`config.mk`:
```
export PLATFORM = sky130hd
export DESIGN_NAME = nau_div
export DESIGN_NICKNAME = d
export VERILOG_FILES = /design/src/rtl/core/nau_pkg.sv /design/src/rtl/core/nau_div.sv
export SDC_FILE = /design/constraint.sdc
export NUM_CORES = 2
export LEC_CHECK = 0
export BUFFER_PORTS_ARGS = -buffer_cell sky130_fd_sc_hd__buf_4
export CAP_MARGIN = 20
export CORE_MARGIN = 5
export CORE_UTILIZATION = 50
export DETAILED_ROUTE_END_ITERATION = 6
export MAX_ROUTING_LAYER = met4
export PLACE_DENSITY = 0.75
export SLEW_MARGIN = 10
export SYNTH_ARGS = -nofsm -noshare
export SYNTH_HDL_FRONTEND = slang
export SYNTH_SLANG_ARGS = --single-unit
```
`constraint.sdc`:
```
create_clock -name clk -period 4.13 [get_ports clk]
set_input_delay 0.413 -clock clk [delete_from_list [all_inputs] [get_ports clk]]
set_output_delay 0.413 -clock clk [all_outputs]
set_load 0.005 [all_outputs]
```
`src/rtl/core/nau_pkg.sv`:
```
// Shared types, constants and tables for the neural activation unit.
package nau_pkg;

    localparam int SAMPLE_W   = 16;
    localparam int MAG_W      = 17;
    localparam int ARG_W      = 21;
    localparam int EXP_W      = 17;
    localparam int NUM_W      = 34;
    localparam int DEN_W      = 18;
    localparam int QUO_W      = 17;
    localparam int Y_W        = 18;
    localparam int MODE_W     = 3;
    localparam int SLOPE_W    = 16;
    localparam int CFG_IDX_W  = 2;
    localparam int CFG_DATA_W = 16;

    localparam logic [MODE_W-1:0] MODE_RELU    = 3'd0;
    localparam logic [MODE_W-1:0] MODE_LEAKY   = 3'd1;
    localparam logic [MODE_W-1:0] MODE_SIGMOID = 3'd2;
    localparam logic [MODE_W-1:0] MODE_TANH    = 3'd3;
    localparam logic [MODE_W-1:0] MODE_GELU    = 3'd4;
    localparam logic [MODE_W-1:0] MODE_BYPASS  = 3'd5;

    localparam logic [CFG_IDX_W-1:0] CFG_MODE  = 2'd0;
    localparam logic [CFG_IDX_W-1:0] CFG_SLOPE = 2'd1;

    localparam logic [SLOPE_W-1:0] SLOPE_RESET = 16'd655;

    // log2(e) in Q.16, ln(2) in Q.16, 0.044715 and sqrt(2/pi) in Q.24
    localparam logic [16:0] LOG2E_Q16   = 17'd94548;
    localparam logic [15:0] LN2_Q16     = 16'd45426;
    localparam logic [19:0] GELU_C_Q24  = 20'd750193;
    localparam logic [23:0] SQRT2PI_Q24 = 24'd13386282;

    typedef struct packed {
        logic [MODE_W-1:0]          mode;
        logic signed [SAMPLE_W-1:0] x;
        logic [MAG_W-1:0]           mag;
        logic signed [Y_W-1:0]      simple_y;
    } nau_side_t;

    // 2^(-k/16) in Q.16
    function automatic logic [16:0] pow2_frac(input logic [3:0] k);
        logic [16:0] v;
        case (k)
            4'd0:    v = 17'd65536;
            4'd1:    v = 17'd62757;
            4'd2:    v = 17'd60097;
            4'd3:    v = 17'd57549;
            4'd4:    v = 17'd55109;
            4'd5:    v = 17'd52773;
            4'd6:    v = 17'd50535;
            4'd7:    v = 17'd48393;
            4'd8:    v = 17'd46341;
            4'd9:    v = 17'd44376;
            4'd10:   v = 17'd42495;
            4'd11:   v = 17'd40693;
            4'd12:   v = 17'd38968;
            4'd13:   v = 17'd37316;
            4'd14:   v = 17'd35734;
            default: v = 17'd34219;
        endcase
        return v;
    endfunction

endpackage

```
`src/rtl/core/nau_div.sv`:
```
// Pipelined restoring divider, one quotient bit per stage.
module nau_div
(
    input  logic                       clk,
    input  logic                       rst_n,
    input  logic                       adv,
    input  logic                       in_vld,
    input  logic [nau_pkg::NUM_W-1:0]  in_num,
    input  logic [nau_pkg::DEN_W-1:0]  in_den,
    input  nau_pkg::nau_side_t         in_side,
    output logic                       out_vld,
    output logic [nau_pkg::QUO_W-1:0]  out_q,
    output nau_pkg::nau_side_t         out_side
);

    localparam int STAGES = nau_pkg::QUO_W;

    logic [STAGES-1:0] vld_reg;
    logic [nau_pkg::NUM_W-1:0] rem_reg [STAGES];
    logic [nau_pkg::DEN_W-1:0] den_reg [STAGES];
    logic [nau_pkg::QUO_W-1:0] q_reg   [STAGES];
    nau_pkg::nau_side_t        side_reg [STAGES];

    logic [nau_pkg::NUM_W-1:0] rem_c  [STAGES+1];
    logic [nau_pkg::DEN_W-1:0] den_c  [STAGES+1];
    logic [nau_pkg::QUO_W-1:0] q_c    [STAGES+1];
    nau_pkg::nau_side_t        side_c [STAGES+1];

    assign rem_c[0]  = in_num;
    assign den_c[0]  = in_den;
    assign q_c[0]    = '0;
    assign side_c[0] = in_side;

    // Advance valid bits
    always_ff @(posedge clk or negedge rst_n)
    begin
        if (!rst_n)
        begin
            vld_reg <= '0;
        end
        else if (adv)
        begin
            vld_reg <= {vld_reg[STAGES-2:0], in_vld};
        end
    end

    for (genvar j = 0; j < STAGES; j++)
    begin : g_stage
        localparam int BIT = STAGES - 1 - j;
        localparam logic [nau_pkg::QUO_W-1:0] BIT_MASK =
            {{(nau_pkg::QUO_W - 1){1'b0}}, 1'b1} << BIT;

        logic [nau_pkg::NUM_W:0] dsh_c;
        logic [nau_pkg::NUM_W:0] trial_c;

        // Try subtracting the shifted divisor
        assign dsh_c   = {{(nau_pkg::NUM_W + 1 - nau_pkg::DEN_W){1'b0}}, den_c[j]} << BIT;
        assign trial_c = {1'b0, rem_c[j]} - dsh_c;

        always_ff @(posedge clk)
        begin
            if (adv)
            begin
                den_reg[j]  <= den_c[j];
                side_reg[j] <= side_c[j];
                if (!trial_c[nau_pkg::NUM_W])
                begin
                    rem_reg[j] <= trial_c[nau_pkg::NUM_W-1:0];
                    q_reg[j]   <= q_c[j] | BIT_MASK;
                end
                else
                begin
                    rem_reg[j] <= rem_c[j];
                    q_reg[j]   <= q_c[j];
                end
            end
        end

        assign rem_c[j+1]  = rem_reg[j];
        assign den_c[j+1]  = den_reg[j];
        assign q_c[j+1]    = q_reg[j];
        assign side_c[j+1] = side_reg[j];
    end

    assign out_vld  = vld_reg[STAGES-1];
    assign out_q    = q_c[STAGES];
    assign out_side = side_c[STAGES];

endmodule

```
---- Word level (Yosys, flattened, before mapping) ----
Memories as Yosys holds them, arrays and structs flattened.
Cells that the tools add are included.
cells by class
  bitwise gates (word level) .............. 34
  add/subtract/negate cells ............... 17
  shift-type cells ........................ 0
  order comparisons ....................... 0
  muxes and demuxes ....................... 138
  divide/modulo/power cells ............... 0
  equality and inequality tests ........... 0
  $mul .................................... 0
  reductions and logical operators ........ 0
operators with widths
  kind                          count
  two-way mux 34 bit            17
  two-way mux 17 bit            17
  two-way mux 1 bit             104
  subtractor 34 x 18 -> 35 bit  1
  subtractor 34 x 19 -> 35 bit  1
  subtractor 34 x 20 -> 35 bit  1
  subtractor 34 x 21 -> 35 bit  1
  subtractor 34 x 22 -> 35 bit  1
  subtractor 34 x 23 -> 35 bit  1
  subtractor 34 x 24 -> 35 bit  1
  subtractor 34 x 25 -> 35 bit  1
  subtractor 34 x 26 -> 35 bit  1
  subtractor 34 x 27 -> 35 bit  1
  subtractor 34 x 28 -> 35 bit  1
  subtractor 34 x 29 -> 35 bit  1
  subtractor 34 x 30 -> 35 bit  1
  subtractor 34 x 31 -> 35 bit  1
  subtractor 34 x 32 -> 35 bit  1
  subtractor 34 x 33 -> 35 bit  1
  subtractor 34 x 34 -> 35 bit  1
  OR 1 bit                      34
storage, ports and cells
  word-level logic and storage cells ...... 194
  memory bits (writable) .................. 2091
  memories kept ........................... 4
  register bits ........................... 17
  output and inout port bits .............. 72
  bits in read-only memories .............. 0
  latch bits .............................. 0
memories
  memory    depth  width  read ports  clocked after memory_dff  wr ports  RTL line       RTL
  side_reg  17     54     17          0                         17        nau_div.sv:22  nau_pkg::nau_side_t side_reg [STAGES];
  rem_reg   17     34     16          0                         17        nau_div.sv:19  logic [nau_pkg::NUM_W-1:0] rem_reg [STAGES];
  den_reg   17     18     16          0                         17        nau_div.sv:20  logic [nau_pkg::DEN_W-1:0] den_reg [STAGES];
  q_reg     17     17     17          0                         17        nau_div.sv:21  logic [nau_pkg::QUO_W-1:0] q_reg [STAGES];

---- Logic depth before layout (Yosys ltp) ----
An unclocked memory read counts as a cell.
  depth after elaboration ................. 6
  gate-level depth with buffers ........... 14
  mapped depth without buffers ............ 13

---- Least setup slack after synthesis ----
No wires, ideal clock.
  path kind ............................... flip-flop to flip-flop
  from .................................... memory den_reg[0][234] in the netlist's numbering
  to ...................................... memory rem_reg[14][14] in the netlist's numbering, data pin
  stages on the path, launching flop included .. 11
  period minus slack after synthesis ...... 3226 ps
  library setup time ...................... 260 ps
  slack ................................... 904 ps
  arrival time ............................ 2966 ps
  cell sequence ........................... edfxtp_1 ha_1 fa_1 and2b_1 o2111ai_1 nand3_1 a31oi_1 o31ai_1 a21oi_1 o41ai_2 mux2_2
RTL lines
  element          RTL line
  start, declared  nau_div.sv:20
  end, declared    nau_div.sv:19

==> metrics.csv <==
stage,metric,value,unit
sta,layout_min_cycle_time,3820,ps
die,fp.dieArea,165000,µm²
synth,yosysWarnings,0,
die,die_w,407,µm
run_status,status,finished clean,
grt,gr-total-overflow,0,
finish,syn_to_final_growth,13.4,%
die,dieHeight,407,µm
grt,grt_usage,14.8,%
power_and_ir_drop,ir_worst_vdd,423,µV
setup_path,crit_start,den_reg[0][72],
setup_path,setup.worst_path.class,flip-flop to flip-flop,
synth,synth.most_common_cell,edfxtp_1,
drt,initialDrtViolationCount,2242,
drt,antenna_left,0,
die,initial_utilization,50.3,%
drt,first_pass_iters,5,
setup_path,cp.arrival,4340,ps
clock_tree,clkSlewWorstSetupHoldPaths,70,ps
synth,syn_area,78700,µm²
power_and_ir_drop,powerDensity,609,nW/µm²
drt,wl,118000,µm
clock_tree,cts_inserted_buffers,187,
die,placementRows,145,
setup_path,reg2reg_slack,310,ps
setup_path,rr_startpoint,den_reg[0][72],
clock_tree,post_cts_buffers,0,
setup_path,cp.required,4650,ps
synth,synth_top_cells_by_area,"edfxtp_1 (73%), ha_1 (4.8%), a21oi_1 (2.0%), xnor2_1 (1.9%), inv_1 (1.9%)",
synth,yosysSeqAreaShare,73.1,%
die,io_pins,182,
synth,ys_seq_elements,1920,
sta,clock_skew,47.4,ps
clock_tree,clock_path_buffers,3,
placed_design,numPortBuffers,181,
synth,synthDistinctLibCells,88,
setup_path,crit_end,rem_reg[5][27],
drt,num_vias,40300,
setup_path,r2r_end,rem_reg[5][27],
synth,yosysTopAreaCell,edfxtp_1,
job,maxCapViolations,0,
placed_design,gp_congestion,0.865,
sta,fmax,0.262,GHz
synth,avgSynthCellArea,15.2,µm²
clock_tree,cts_tree,done,
finish,drive_above_1_share,10.8,%
die,coreArea,156000,µm²
setup_path,rr_worst_depth,11,
clock_tree,cts.sinks,1920,
synth,yosys-top-cells-count,"edfxtp_1 (1,903), inv_1 (388), a21oi_1 (317)",
clock_tree,htreeDepth,4,
sta,slew_viol_final,0,
clock_tree,clockRootBuffer,clkbuf_16,
sta,hold_slack,327,ps
sta,tightest_slew,1120,ps
finish,largest_register_ffs,918,
grt,grt_pass1_vias,40900,
finish,num-fill-cells,11700,
setup_path,critPathMaxFanout,4,
synth,synth_edf_count,1903,
synth,synth_top_cell_area_share,72.6,%
finish,diodes,0,
grt,grt_max_degree,210,
power_and_ir_drop,leakagePower,33.0,nW
grt,grt_pass1_wl,197000,µm
synth,synth-main-ff-cell,edfxtp_1,
synth,netlist_instances,5183,
sta,fin_setup_tns,0,ps
sta,setup_viol,0,
drt,routedWlPerCell,15.2,µm
finish,finalNetCount,5974,
setup_path,start_kind,flip-flop,
synth,synth_nets,5614,
drt,drc,0,
sta,finalCritPeriodShare,92.4,%
synth,async_flop_share,0.885,%
placed_design,hpwl,74400,µm
setup_path,worstSetupEndpointType,flip-flop,
drt,avgViaCountPerCell,5.20,
clock_tree,insertion_delay,800,ps
sta,rsz0062_at_grt,no,
grt,antenna_found_initial,0,
worst_hold_path,hp-class,input port to flip-flop,
sta,slew_headroom,25.4,%
sta,final-hold-violation-count,0,
## where the power goes
part	internal [mW]	total, mW	switching, mW
Combinational	5.35	11.9	6.54
Clock	9.16	16.2	7.05
Sequential	24.9	26.3	1.35
## what timing repair did
action,4_1_cts,5_1_grt
endpoints found under the setup margin,0,1
hold buffers,110,0
resized for setup,0,1
hold endpoints to repair,147,0
## layer usage
layer	part of all wire [%]	up-vias	global-route usage [%]
met5	0	-	-
met4	3.1	0	5.55
met3	4.0	285	2.70
met2	51	830	25.5
met1	42	19300	17.6
li1	-	20000	-
## area by class of cell
class | instances | area, µm² | area share (%)
tap | 2058 | 2570 | 2.88
clock inverter | 122 | 1150 | 1.29
timing repair buffer | 334 | 2930 | 3.28
multi-input combinational | 2712 | 18800 | 21.0
clock buffer | 220 | 4820 | 5.40
inverter | 388 | 1460 | 1.63
sequential | 1920 | 57600 | 64.5
## critical path: stages, from the launching register on
cell and delay [ps]:
edfxtp_1 400, ha_1 240, fa_1 420, nand2b_1 170
a21boi_0 260, o21ai_0 220, a2111oi_1 660, o41ai_1 250
a2111oi_0 410, nor2_1 110, xnor2_1 140, mux2_2 270
## metrics by stage
| step | std cells | utilization (%) | power, mW | setup WS [ps] | area (µm²) |
|---|---|---|---|---|---|
| after floorplan | 5183 | - | 35.4 | 904 | 78700 |
| after global placement | 7302 | 52.6 | 37.7 | 382 | 82200 |
| after detailed placement | 7302 | 52.6 | 38.3 | 321 | 82200 |
| after CTS | 7754 | 57.1 | 54.8 | 216 | 89300 |
| after global routing | 7754 | 57.1 | 57.6 | 63.0 | 89300 |
| final | 7754 | 57.1 | 54.4 | 314 | 89300 |
## worst min-delay path by stage
stage                            from              end  slack [ps]  depth (start not counted)
final                     in_side[40]  side_reg[0][40]         330                          2
after global routing      in_side[40]  side_reg[0][40]         260                          2
after CTS                 in_side[48]  side_reg[0][48]         240                          2
after detailed placement        rst_n      vld_reg[16]         290                          1
after global placement          rst_n      vld_reg[15]         280                          1
after floorplan                 rst_n       vld_reg[0]         120                          0
## layout by cell type (no fill, tap or decap), drive strengths merged, types with 59 or more instances in the layout
cell,synthesis,layout
xor2,147,147
xnor2,173,173
inv,388,391
o21ai,263,263
clkbuf,69,220
nor3,83,83
dlygate4sd3,0,110
nand2,276,276
nor2b,59,59
mux2,77,77
ha,305,305
o21a,59,59
nand3,67,67
nor2,286,286
clkinv,0,103
edfxtp,1903,1903
buf,94,224
a21oi,317,317
a21o,80,80
nand2b,69,69
## logic make-up after synthesis
| family | after synthesis | synth area share (%) |
|---|---|---|
| xor+xnor | 320 | 3.56 |
| mux | 83 | 1.18 |
| simple gates | 1030 | 6.34 |
| fa+ha+maj | 321 | 5.25 |
| compound gates | 958 | 7.50 |
| buf+inv | 551 | 3.03 |
| flops | 1920 | 73.1 |
(Power assumes the default switching activity.)
