<file path="src/rtl/core/nau_pkg.sv">
// Shared types, constants and tables for the neural activation unit.
package nau_pkg;

    localparam int SAMPLE_W   = 16;
    localparam int MAG_W      = 17;
    localparam int ARG_W      = 21;
    localparam int EXP_W      = 17;
    localparam int NUM_W      = 34;
    localparam int DEN_W      = 18;
    localparam int QUO_W      = 17;
    localparam int Y_W        = 18;
    localparam int MODE_W     = 3;
    localparam int SLOPE_W    = 16;
    localparam int CFG_IDX_W  = 2;
    localparam int CFG_DATA_W = 16;

    localparam logic [MODE_W-1:0] MODE_RELU    = 3'd0;
    localparam logic [MODE_W-1:0] MODE_LEAKY   = 3'd1;
    localparam logic [MODE_W-1:0] MODE_SIGMOID = 3'd2;
    localparam logic [MODE_W-1:0] MODE_TANH    = 3'd3;
    localparam logic [MODE_W-1:0] MODE_GELU    = 3'd4;
    localparam logic [MODE_W-1:0] MODE_BYPASS  = 3'd5;

    localparam logic [CFG_IDX_W-1:0] CFG_MODE  = 2'd0;
    localparam logic [CFG_IDX_W-1:0] CFG_SLOPE = 2'd1;

    localparam logic [SLOPE_W-1:0] SLOPE_RESET = 16'd655;

    // log2(e) in Q.16, ln(2) in Q.16, 0.044715 and sqrt(2/pi) in Q.24
    localparam logic [16:0] LOG2E_Q16   = 17'd94548;
    localparam logic [15:0] LN2_Q16     = 16'd45426;
    localparam logic [19:0] GELU_C_Q24  = 20'd750193;
    localparam logic [23:0] SQRT2PI_Q24 = 24'd13386282;

    typedef struct packed {
        logic [MODE_W-1:0]          mode;
        logic signed [SAMPLE_W-1:0] x;
        logic [MAG_W-1:0]           mag;
        logic signed [Y_W-1:0]      simple_y;
    } nau_side_t;

    // 2^(-k/16) in Q.16
    function automatic logic [16:0] pow2_frac(input logic [3:0] k);
        logic [16:0] v;
        case (k)
            4'd0:    v = 17'd65536;
            4'd1:    v = 17'd62757;
            4'd2:    v = 17'd60097;
            4'd3:    v = 17'd57549;
            4'd4:    v = 17'd55109;
            4'd5:    v = 17'd52773;
            4'd6:    v = 17'd50535;
            4'd7:    v = 17'd48393;
            4'd8:    v = 17'd46341;
            4'd9:    v = 17'd44376;
            4'd10:   v = 17'd42495;
            4'd11:   v = 17'd40693;
            4'd12:   v = 17'd38968;
            4'd13:   v = 17'd37316;
            4'd14:   v = 17'd35734;
            default: v = 17'd34219;
        endcase
        return v;
    endfunction

endpackage

</file>
<file path="src/rtl/core/nau_arg.sv">
// Front pipeline: magnitude, leaky/relu result, GELU polynomial and exp argument.
module nau_arg
(
    input  logic                                clk,
    input  logic                                rst_n,
    input  logic                                adv,
    input  logic                                in_vld,
    input  logic signed [nau_pkg::SAMPLE_W-1:0] in_x,
    input  logic [nau_pkg::MODE_W-1:0]          in_mode,
    input  logic [nau_pkg::SLOPE_W-1:0]         in_slope,
    output logic                                out_vld,
    output logic [nau_pkg::ARG_W-1:0]           out_t,
    output nau_pkg::nau_side_t                  out_side
);

    logic [6:0] vld_reg;

    nau_pkg::nau_side_t s1_reg, s2_reg, s3_reg, s4_reg, s5_reg, s6_reg, s7_reg;
    logic [nau_pkg::SLOPE_W-1:0] slope1_reg;
    logic [30:0] sq2_reg;
    logic [31:0] lp2_reg;
    logic [45:0] cube3_reg;
    logic [47:0] cp4_reg;
    logic [23:0] inner5_reg;
    logic [47:0] cmp6_reg;
    logic [nau_pkg::ARG_W-1:0] t7_reg;

    logic [nau_pkg::MAG_W-1:0] mag_c;
    logic [33:0] sq_c;
    logic [32:0] lp_c;
    logic [47:0] cube_c;
    logic [46:0] cube_rnd_c;
    logic [28:0] c3_c;
    logic [48:0] cp_c;
    logic [47:0] cp_rnd_c;
    logic [23:0] inner_c;
    logic [47:0] cmp_c;
    logic [47:0] cm_rnd_c;
    logic [23:0] cm_c;
    logic [20:0] z_c;
    logic [19:0] zc_c;
    logic [19:0] cmc_c;
    logic [nau_pkg::ARG_W-1:0] t_c;
    logic [31:0] lr_sum_c;
    logic [15:0] lr_c;
    logic signed [nau_pkg::Y_W-1:0] x_ext_c;
    logic signed [nau_pkg::Y_W-1:0] simple_c;
    nau_pkg::nau_side_t s3_side_c;

    // Magnitude of the sample
    assign mag_c = in_x[15] ? (~{in_x[15], in_x} + 17'd1) : {1'b0, in_x};

    // Square, cube and leak product
    assign sq_c   = s1_reg.mag * s1_reg.mag;
    assign lp_c   = s1_reg.mag * slope1_reg;
    assign cube_c = sq2_reg * s2_reg.mag;

    // Relu and leaky relu results
    assign lr_sum_c = lp2_reg + 32'd32768;
    assign lr_c     = lr_sum_c[31:16];
    assign x_ext_c  = {{2{s2_reg.x[15]}}, s2_reg.x};

    always_comb
    begin
        case (s2_reg.mode)
            nau_pkg::MODE_RELU:  simple_c = s2_reg.x[15] ? '0 : x_ext_c;
            nau_pkg::MODE_LEAKY: simple_c = s2_reg.x[15] ? (18'sd0 - $signed({2'b0, lr_c}))
                                                         : x_ext_c;
            default:             simple_c = x_ext_c;
        endcase
    end

    // Attach the simple result to the side data
    always_comb
    begin
        s3_side_c          = s2_reg;
        s3_side_c.simple_y = simple_c;
    end

    // GELU inner polynomial
    assign cube_rnd_c = {1'b0, cube3_reg} + 47'd65536;
    assign c3_c       = cube_rnd_c[45:17];
    assign cp_c       = c3_c * nau_pkg::GELU_C_Q24;
    assign cp_rnd_c   = cp4_reg + 48'd8388608;
    assign inner_c    = {3'b0, s4_reg.mag[15:0], 5'b0} + cp_rnd_c[47:24];
    assign cmp_c      = inner5_reg * nau_pkg::SQRT2PI_Q24;
    assign cm_rnd_c   = cmp6_reg + 48'd8388608;
    assign cm_c       = cm_rnd_c[47:24];

    // Exp argument per mode, clamped at 8.0 for tanh and GELU
    assign z_c   = {s6_reg.mag[15:0], 5'b0};
    assign zc_c  = (z_c > 21'd524288) ? 20'd524288 : z_c[19:0];
    assign cmc_c = (cm_c > 24'd524288) ? 20'd524288 : cm_c[19:0];

    always_comb
    begin
        case (s6_reg.mode)
            nau_pkg::MODE_SIGMOID: t_c = z_c;
            nau_pkg::MODE_TANH:    t_c = {zc_c, 1'b0};
            nau_pkg::MODE_GELU:    t_c = {cmc_c, 1'b0};
            default:               t_c = '0;
        endcase
    end

    // Advance valid bits
    always_ff @(posedge clk or negedge rst_n)
    begin
        if (!rst_n)
        begin
            vld_reg <= '0;
        end
        else if (adv)
        begin
            vld_reg <= {vld_reg[5:0], in_vld};
        end
    end

    // Advance payload
    always_ff @(posedge clk)
    begin
        if (adv)
        begin
            s1_reg.mode     <= in_mode;
            s1_reg.x        <= in_x;
            s1_reg.mag      <= mag_c;
            s1_reg.simple_y <= '0;
            slope1_reg      <= in_slope;
            s2_reg          <= s1_reg;
            sq2_reg         <= sq_c[30:0];
            lp2_reg         <= lp_c[31:0];
            s3_reg          <= s3_side_c;
            cube3_reg       <= cube_c[45:0];
            s4_reg          <= s3_reg;
            cp4_reg         <= cp_c[47:0];
            s5_reg          <= s4_reg;
            inner5_reg      <= inner_c;
            s6_reg          <= s5_reg;
            cmp6_reg        <= cmp_c;
            s7_reg          <= s6_reg;
            t7_reg          <= t_c;
        end
    end

    assign out_vld  = vld_reg[6];
    assign out_t    = t7_reg;
    assign out_side = s7_reg;

endmodule

</file>
<file path="config.mk">
export PLATFORM = sky130hd
export DESIGN_NAME = nau_arg
export DESIGN_NICKNAME = d
export VERILOG_FILES = /design/src/rtl/core/nau_pkg.sv /design/src/rtl/core/nau_arg.sv
export SDC_FILE = /design/constraint.sdc
export NUM_CORES = 2
export LEC_CHECK = 0
export BUFFER_PORTS_ARGS = -buffer_cell sky130_fd_sc_hd__buf_2
export CAP_MARGIN = 0
export CORE_MARGIN = 2
export CORE_UTILIZATION = 60
export DETAILED_ROUTE_END_ITERATION = 12
export PLACE_DENSITY = 0.76
export SETUP_SLACK_MARGIN = 0.5
export SLEW_MARGIN = 0
export SYNTH_ARGS = -nofsm -noshare
export SYNTH_HDL_FRONTEND = slang
export SYNTH_SLANG_ARGS = --single-unit
</file>
<file path="constraint.sdc">
create_clock -name clk -period 15.68 [get_ports clk]
set_input_delay 0.784 -clock clk [delete_from_list [all_inputs] [get_ports clk]]
set_output_delay 0.784 -clock clk [all_outputs]
set_load 0.02 [all_outputs]
</file>
# Word level (Yosys, flattened, before mapping)
# Index checks and enable logic that the tools add are counted.
# W data, S select, Z words.
dict set report totals {
  regBits 614
  input_bits 39
  output_inout_bits 76
  word_cells 63
}
dict set report classes {
  n_addsub 7
  n_mul 5
  order_cmp 2
  n_eq_ne 4
  muxes 7
  bitwise 1
  reduce_logical 1
}
# op n
set op_table {}
lappend op_table {{$add A48 B24 Y48 const B} 2}
lappend op_table {{$pmux W21 S3} 1}
lappend op_table {{$mul A29 B20 Y48 const B} 1}
lappend op_table {{$mul A24 B23 Y47 const B} 1}
lappend op_table {{$add A46 B17 Y46 const B} 1}
lappend op_table {{$mul A31 B17 Y46} 1}
lappend op_table {{$mux W20} 2}
lappend op_table {{$pmux W18 S2} 1}
lappend op_table {{$add A32 B16 Y32 const B} 1}
lappend op_table {{$mul A17 B16 Y32} 1}
lappend op_table {{$mul A17 B17 Y31} 1}
lappend op_table {{$mux W15} 2}
lappend op_table {{$add A21 B24 Y24} 1}
lappend op_table {{$gt A24 B20 Y1 const B} 1}
lappend op_table {{$gt A21 B20 Y1 const B} 1}
lappend op_table {{$mux W18} 1}
lappend op_table {{$add A17 B1 Y17 const B} 1}
lappend op_table {{$not A17 Y17} 1}
lappend op_table {{$sub A1 B16 Y17 const A} 1}
lappend op_table {{$eq A3 B2 Y1 const B} 2}
lappend op_table {{$eq A3 B1 Y1 const B} 1}
lappend op_table {{$eq A3 B3 Y1 const B} 1}
lappend op_table {{$logic_not A3 Y1} 1}

# Logic depth before layout (Yosys ltp)
dict set report depth {
  depth_word 4
  depth_mapped 31
}

# Worst setup path before layout
# No wires, ideal clock.
dict set report synth_timing {
  path_kind {flip-flop to flip-flop}
  startpoint {reg cube3_reg[19]}
  endpoint {reg cp4_reg[47], data pin}
  setup_ns 0.260
  arrival_time_ns 7.395
  path_slack_ns 8.025
  stages_incl_launch_ff 27
  path_buffers 0
  synth_period_minus_slack_ns 7.655
  path_cell_list {edfxtp_1 -> nand3_2 -> nor2_1 -> and3_1 -> nand3_1 -> nor4_2 -> nand3_1 -> xnor2_1 -> ha_1 -> ha_1 -> fa_1 -> fa_1 -> fa_1 -> fa_1 -> fa_1 -> ha_1 -> a21o_1 -> a211oi_1 -> o21ai_0 -> a32o_1 -> a21oi_2 -> a2111o_1 -> nand2_1 -> a211o_1 -> or3_1 -> a31oi_2 -> xnor2_1}
}
dict set report synth_between {
  elab_chain_cells 2
}
# item line
set synth_rtl {}
lappend synth_rtl {{start, declared} nau_arg.sv:22} ;# logic [45:0] cube3_reg;
lappend synth_rtl {{start signal, assigned} nau_arg.sv:132} ;# cube3_reg <= cube_c[45:0];
lappend synth_rtl {{$add A46 B17 Y46} nau_arg.sv:81} ;# assign cube_rnd_c = {1'b0, cube3_reg} + 47'd65536;
lappend synth_rtl {{$mul A29 B20 Y48} nau_arg.sv:83} ;# assign cp_c = c3_c * nau_pkg::GELU_C_Q24;
lappend synth_rtl {{net cp_c[47]} nau_arg.sv:34} ;# logic [48:0] cp_c;
lappend synth_rtl {{end signal, assigned} nau_arg.sv:134} ;# cp4_reg <= cp_c[47:0];
lappend synth_rtl {{end, declared} nau_arg.sv:23} ;# logic [47:0] cp4_reg;
# The timed path passes the listed nets, and every way through them passes these cells.
# A chain may end at the register's enable or synchronous reset.

# Worst setup path after layout
# Same ends and word-level chain as after synthesis.

==> flow_summary.ini <==
[timing]
grt_setup_unrepaired = no
clock.fmax_ghz = 0.112
hold_viol_final = 0
slew_headroom_pct = 19.8
slew_violations = 0
tightest_slew_ns = 1.20
fin_tns_setup_ns = 0
skew_ns = 0.0318
period_needed_ns = 8.91
timing.final.crit_share_pct = 56.8
setup_viol = 0

[routing]
drt_iter0_drc = 2919
vias_per_cell = 5.50
via_count = 43500
wl_um = 149000
dr.pass1.iters = 6
drc_errors = 0
wire_per_inst_um = 18.9
final_antenna_net_count = 0

[die]
ios = 115
coreArea_um2 = 112000
fp-row-count = 123
die_w_um = 340
die_h_um = 340
start_util_pct = 60.4
die_area_um2 = 116000

[synthesis]
synthArstFlopShare_pct = 1.34
synth_area_leaders = fa_1 (35%), edfxtp_1 (23%), ha_1 (16%), inv_1 (7.9%), nand2_1 (4.0%)
ys_warn_count = 0
synth-seq-cells = 523
syn_avg_cell_area_um2 = 10.8
ys_seq_area_share_pct = 23.1
synth_flop_cell = edfxtp_1
synth_cell_type_count = 87
synth_top_area_share_pct = 34.6
synthCells = 6311
synth_area_leader_cell = fa_1
syn_area_um2 = 67900
synth_edf_count = 516

[clocking]
insertion_delay_ns = 0.67
cts.sinks = 523
ctsRootBufferMaster = clkbuf_16
cts.clk_slew.worst_paths_ns = 0.06
cts_buffer_depth = 3
cts_made_buffers = 55
postCtsSetupRepairBufs = 0
cts_tree = yes
htreeDepth = 2

[cells_and_area]
syn_to_final_growth_pct = 6.05
fillCellCount = 8685
drive_above_1_share_pct = 4.47
final_nets = 8411

[hold_path]
whs_path_depth = 1
min-delay-start = in_slope[12]
min_path_type = input port to flop
hold_path_end = slope1_reg[12]

[grt]
grt_pass1_wl_um = 248000
grt_pass1_vias = 47800
track_usage_pct = 27.0
antenna_found_initial = 3
globalRouteOverflowTotal = 0
grt_max_degree = 178

[place]
hpwl_um = 117000
io_buffers = 113
gp_congestion = 0.941

[status]
status = finished, final reports clean

[run]
drv_cap = 0

[setup_path]
slowest_delay_ns = 0.93
cp.required_ns = 16.10
path_class = flop to flop
path_max_fanout = 7
r2r_slack_ns = 6.77
cp_slowest_cell = xor2_1
worstSetupEndpointType = flop
worstSetupStartpointType = flop
cp_data_arrival_time_ns = 9.32
r2r-start = cube3_reg[19]
r2r_cells = 29
rr_endpoint = cp4_reg[47]
crit_path_frequent_cell = fa_1
==> metal layers <==
layer  part of all wire (%)  global-route usage [%]  vias to the layer above
li1                       -                       -                    19700
met1                     41                    36.2                    22100
met2                     50                    46.3                     1359
met3                    6.4                    4.04                      264
met4                    2.6                    7.29                        0
met5                      0                       0                        -
==> timing repair <==
action / in CTS / in global routing
gates resized for setup: 0 / 0
hold endpoints to repair: 7 / 0
hold buffers: 1 / 0
==> metrics by stage <==
stage,std cells,hold slack (ns),utilization (%),cell area [um2],worst slack (ns)
3_3_place_gp,7795,0.400,62.4,70100,7.10
2_1_floorplan,6318,0.400,-,67900,8.02
3_5_place_dp,7795,0.405,62.4,70100,6.87
5_1_grt,7897,0.257,64.1,72000,6.31
4_1_cts,7897,0.251,64.1,72000,6.84
6_report,7899,0.288,64.1,72000,6.77
==> cells in the mapped netlist, types with 13 or more instances <==
master,n
ha_1,846
nor2b_1,20
a21oi_1,107
a22oi_1,14
nand3_1,69
o21ai_1,34
a31oi_1,13
o21bai_1,16
o21a_1,21
nand4_1,31
nand2_1,731
and3_1,45
xor2_1,88
nand2b_1,21
o21ai_0,56
xnor2_1,191
inv_1,1437
nor3_1,37
clkbuf_1,177
edfxtp_1,516
a21o_1,58
fa_1,1173
nor2_1,147
and2_1,298
==> critical path: cells and delay by family, from the launching register on <==
| family | cells | cell delay (ns) |
|---|---|---|
| compound gates | 5 | 1.26 |
| xor+xnor | 2 | 1.05 |
| fa+ha+maj | 8 | 3.53 |
| buf+inv | 4 | 0.32 |
| flops | 1 | 0.46 |
| simple gates | 10 | 1.99 |
==> how the worst max path moves through the flow <==
stage,start,end,slack (ns),cells past startpoint
after floorplan,cube3_reg[19],cp4_reg[47],8.02,26
after global placement,cube3_reg[19],cp4_reg[47],7.10,29
after detailed placement,cube3_reg[19],cp4_reg[47],6.87,29
after CTS,cube3_reg[19],cp4_reg[47],6.84,29
after global routing,cube3_reg[19],cp4_reg[47],6.31,29
final,cube3_reg[19],cp4_reg[47],6.77,29
==> kinds of logic after synthesis <==
kind of cell    after synthesis  synth area share [%]
other cells                   2                0.0111
mux                          14                 0.227
fa+ha+maj                  2019                  50.2
simple gates               1447                  9.99
compound gates              407                  3.94
buf+inv                    1620                  8.98
xor+xnor                    279                  3.60
flops                       523                  23.1
==> area by class of cell <==
type,instances,area (um2),share of cell area (%)
inverter,1437,5390,7.49
clock buffer,63,1410,1.95
tap,1500,1880,2.61
multi-input combinational,4175,46200,64.1
clock inverter,38,526,0.730
antenna,2,5.00,0.00695
timing repair buffer,161,963,1.34
sequential,523,15700,21.8
==> cells in the final DEF (no fill, tap or decap), drive strengths merged, types with 17 or more instances in the layout <==
cell,n
nor3,38
o21ai,92
inv,1446
nand2b,21
xor2,88
o21a,21
fa,1173
clkbuf,63
o21bai,17
nand4,31
nor2,147
nand2,731
nor2b,20
and2,299
and3,45
xnor2,191
edfxtp,516
a21oi,108
nand3,70
ha,846
a21o,58
buf,160
Power is not shown: default switching activity piles up to over one toggle a cycle in this logic, so the estimate is an artifact.
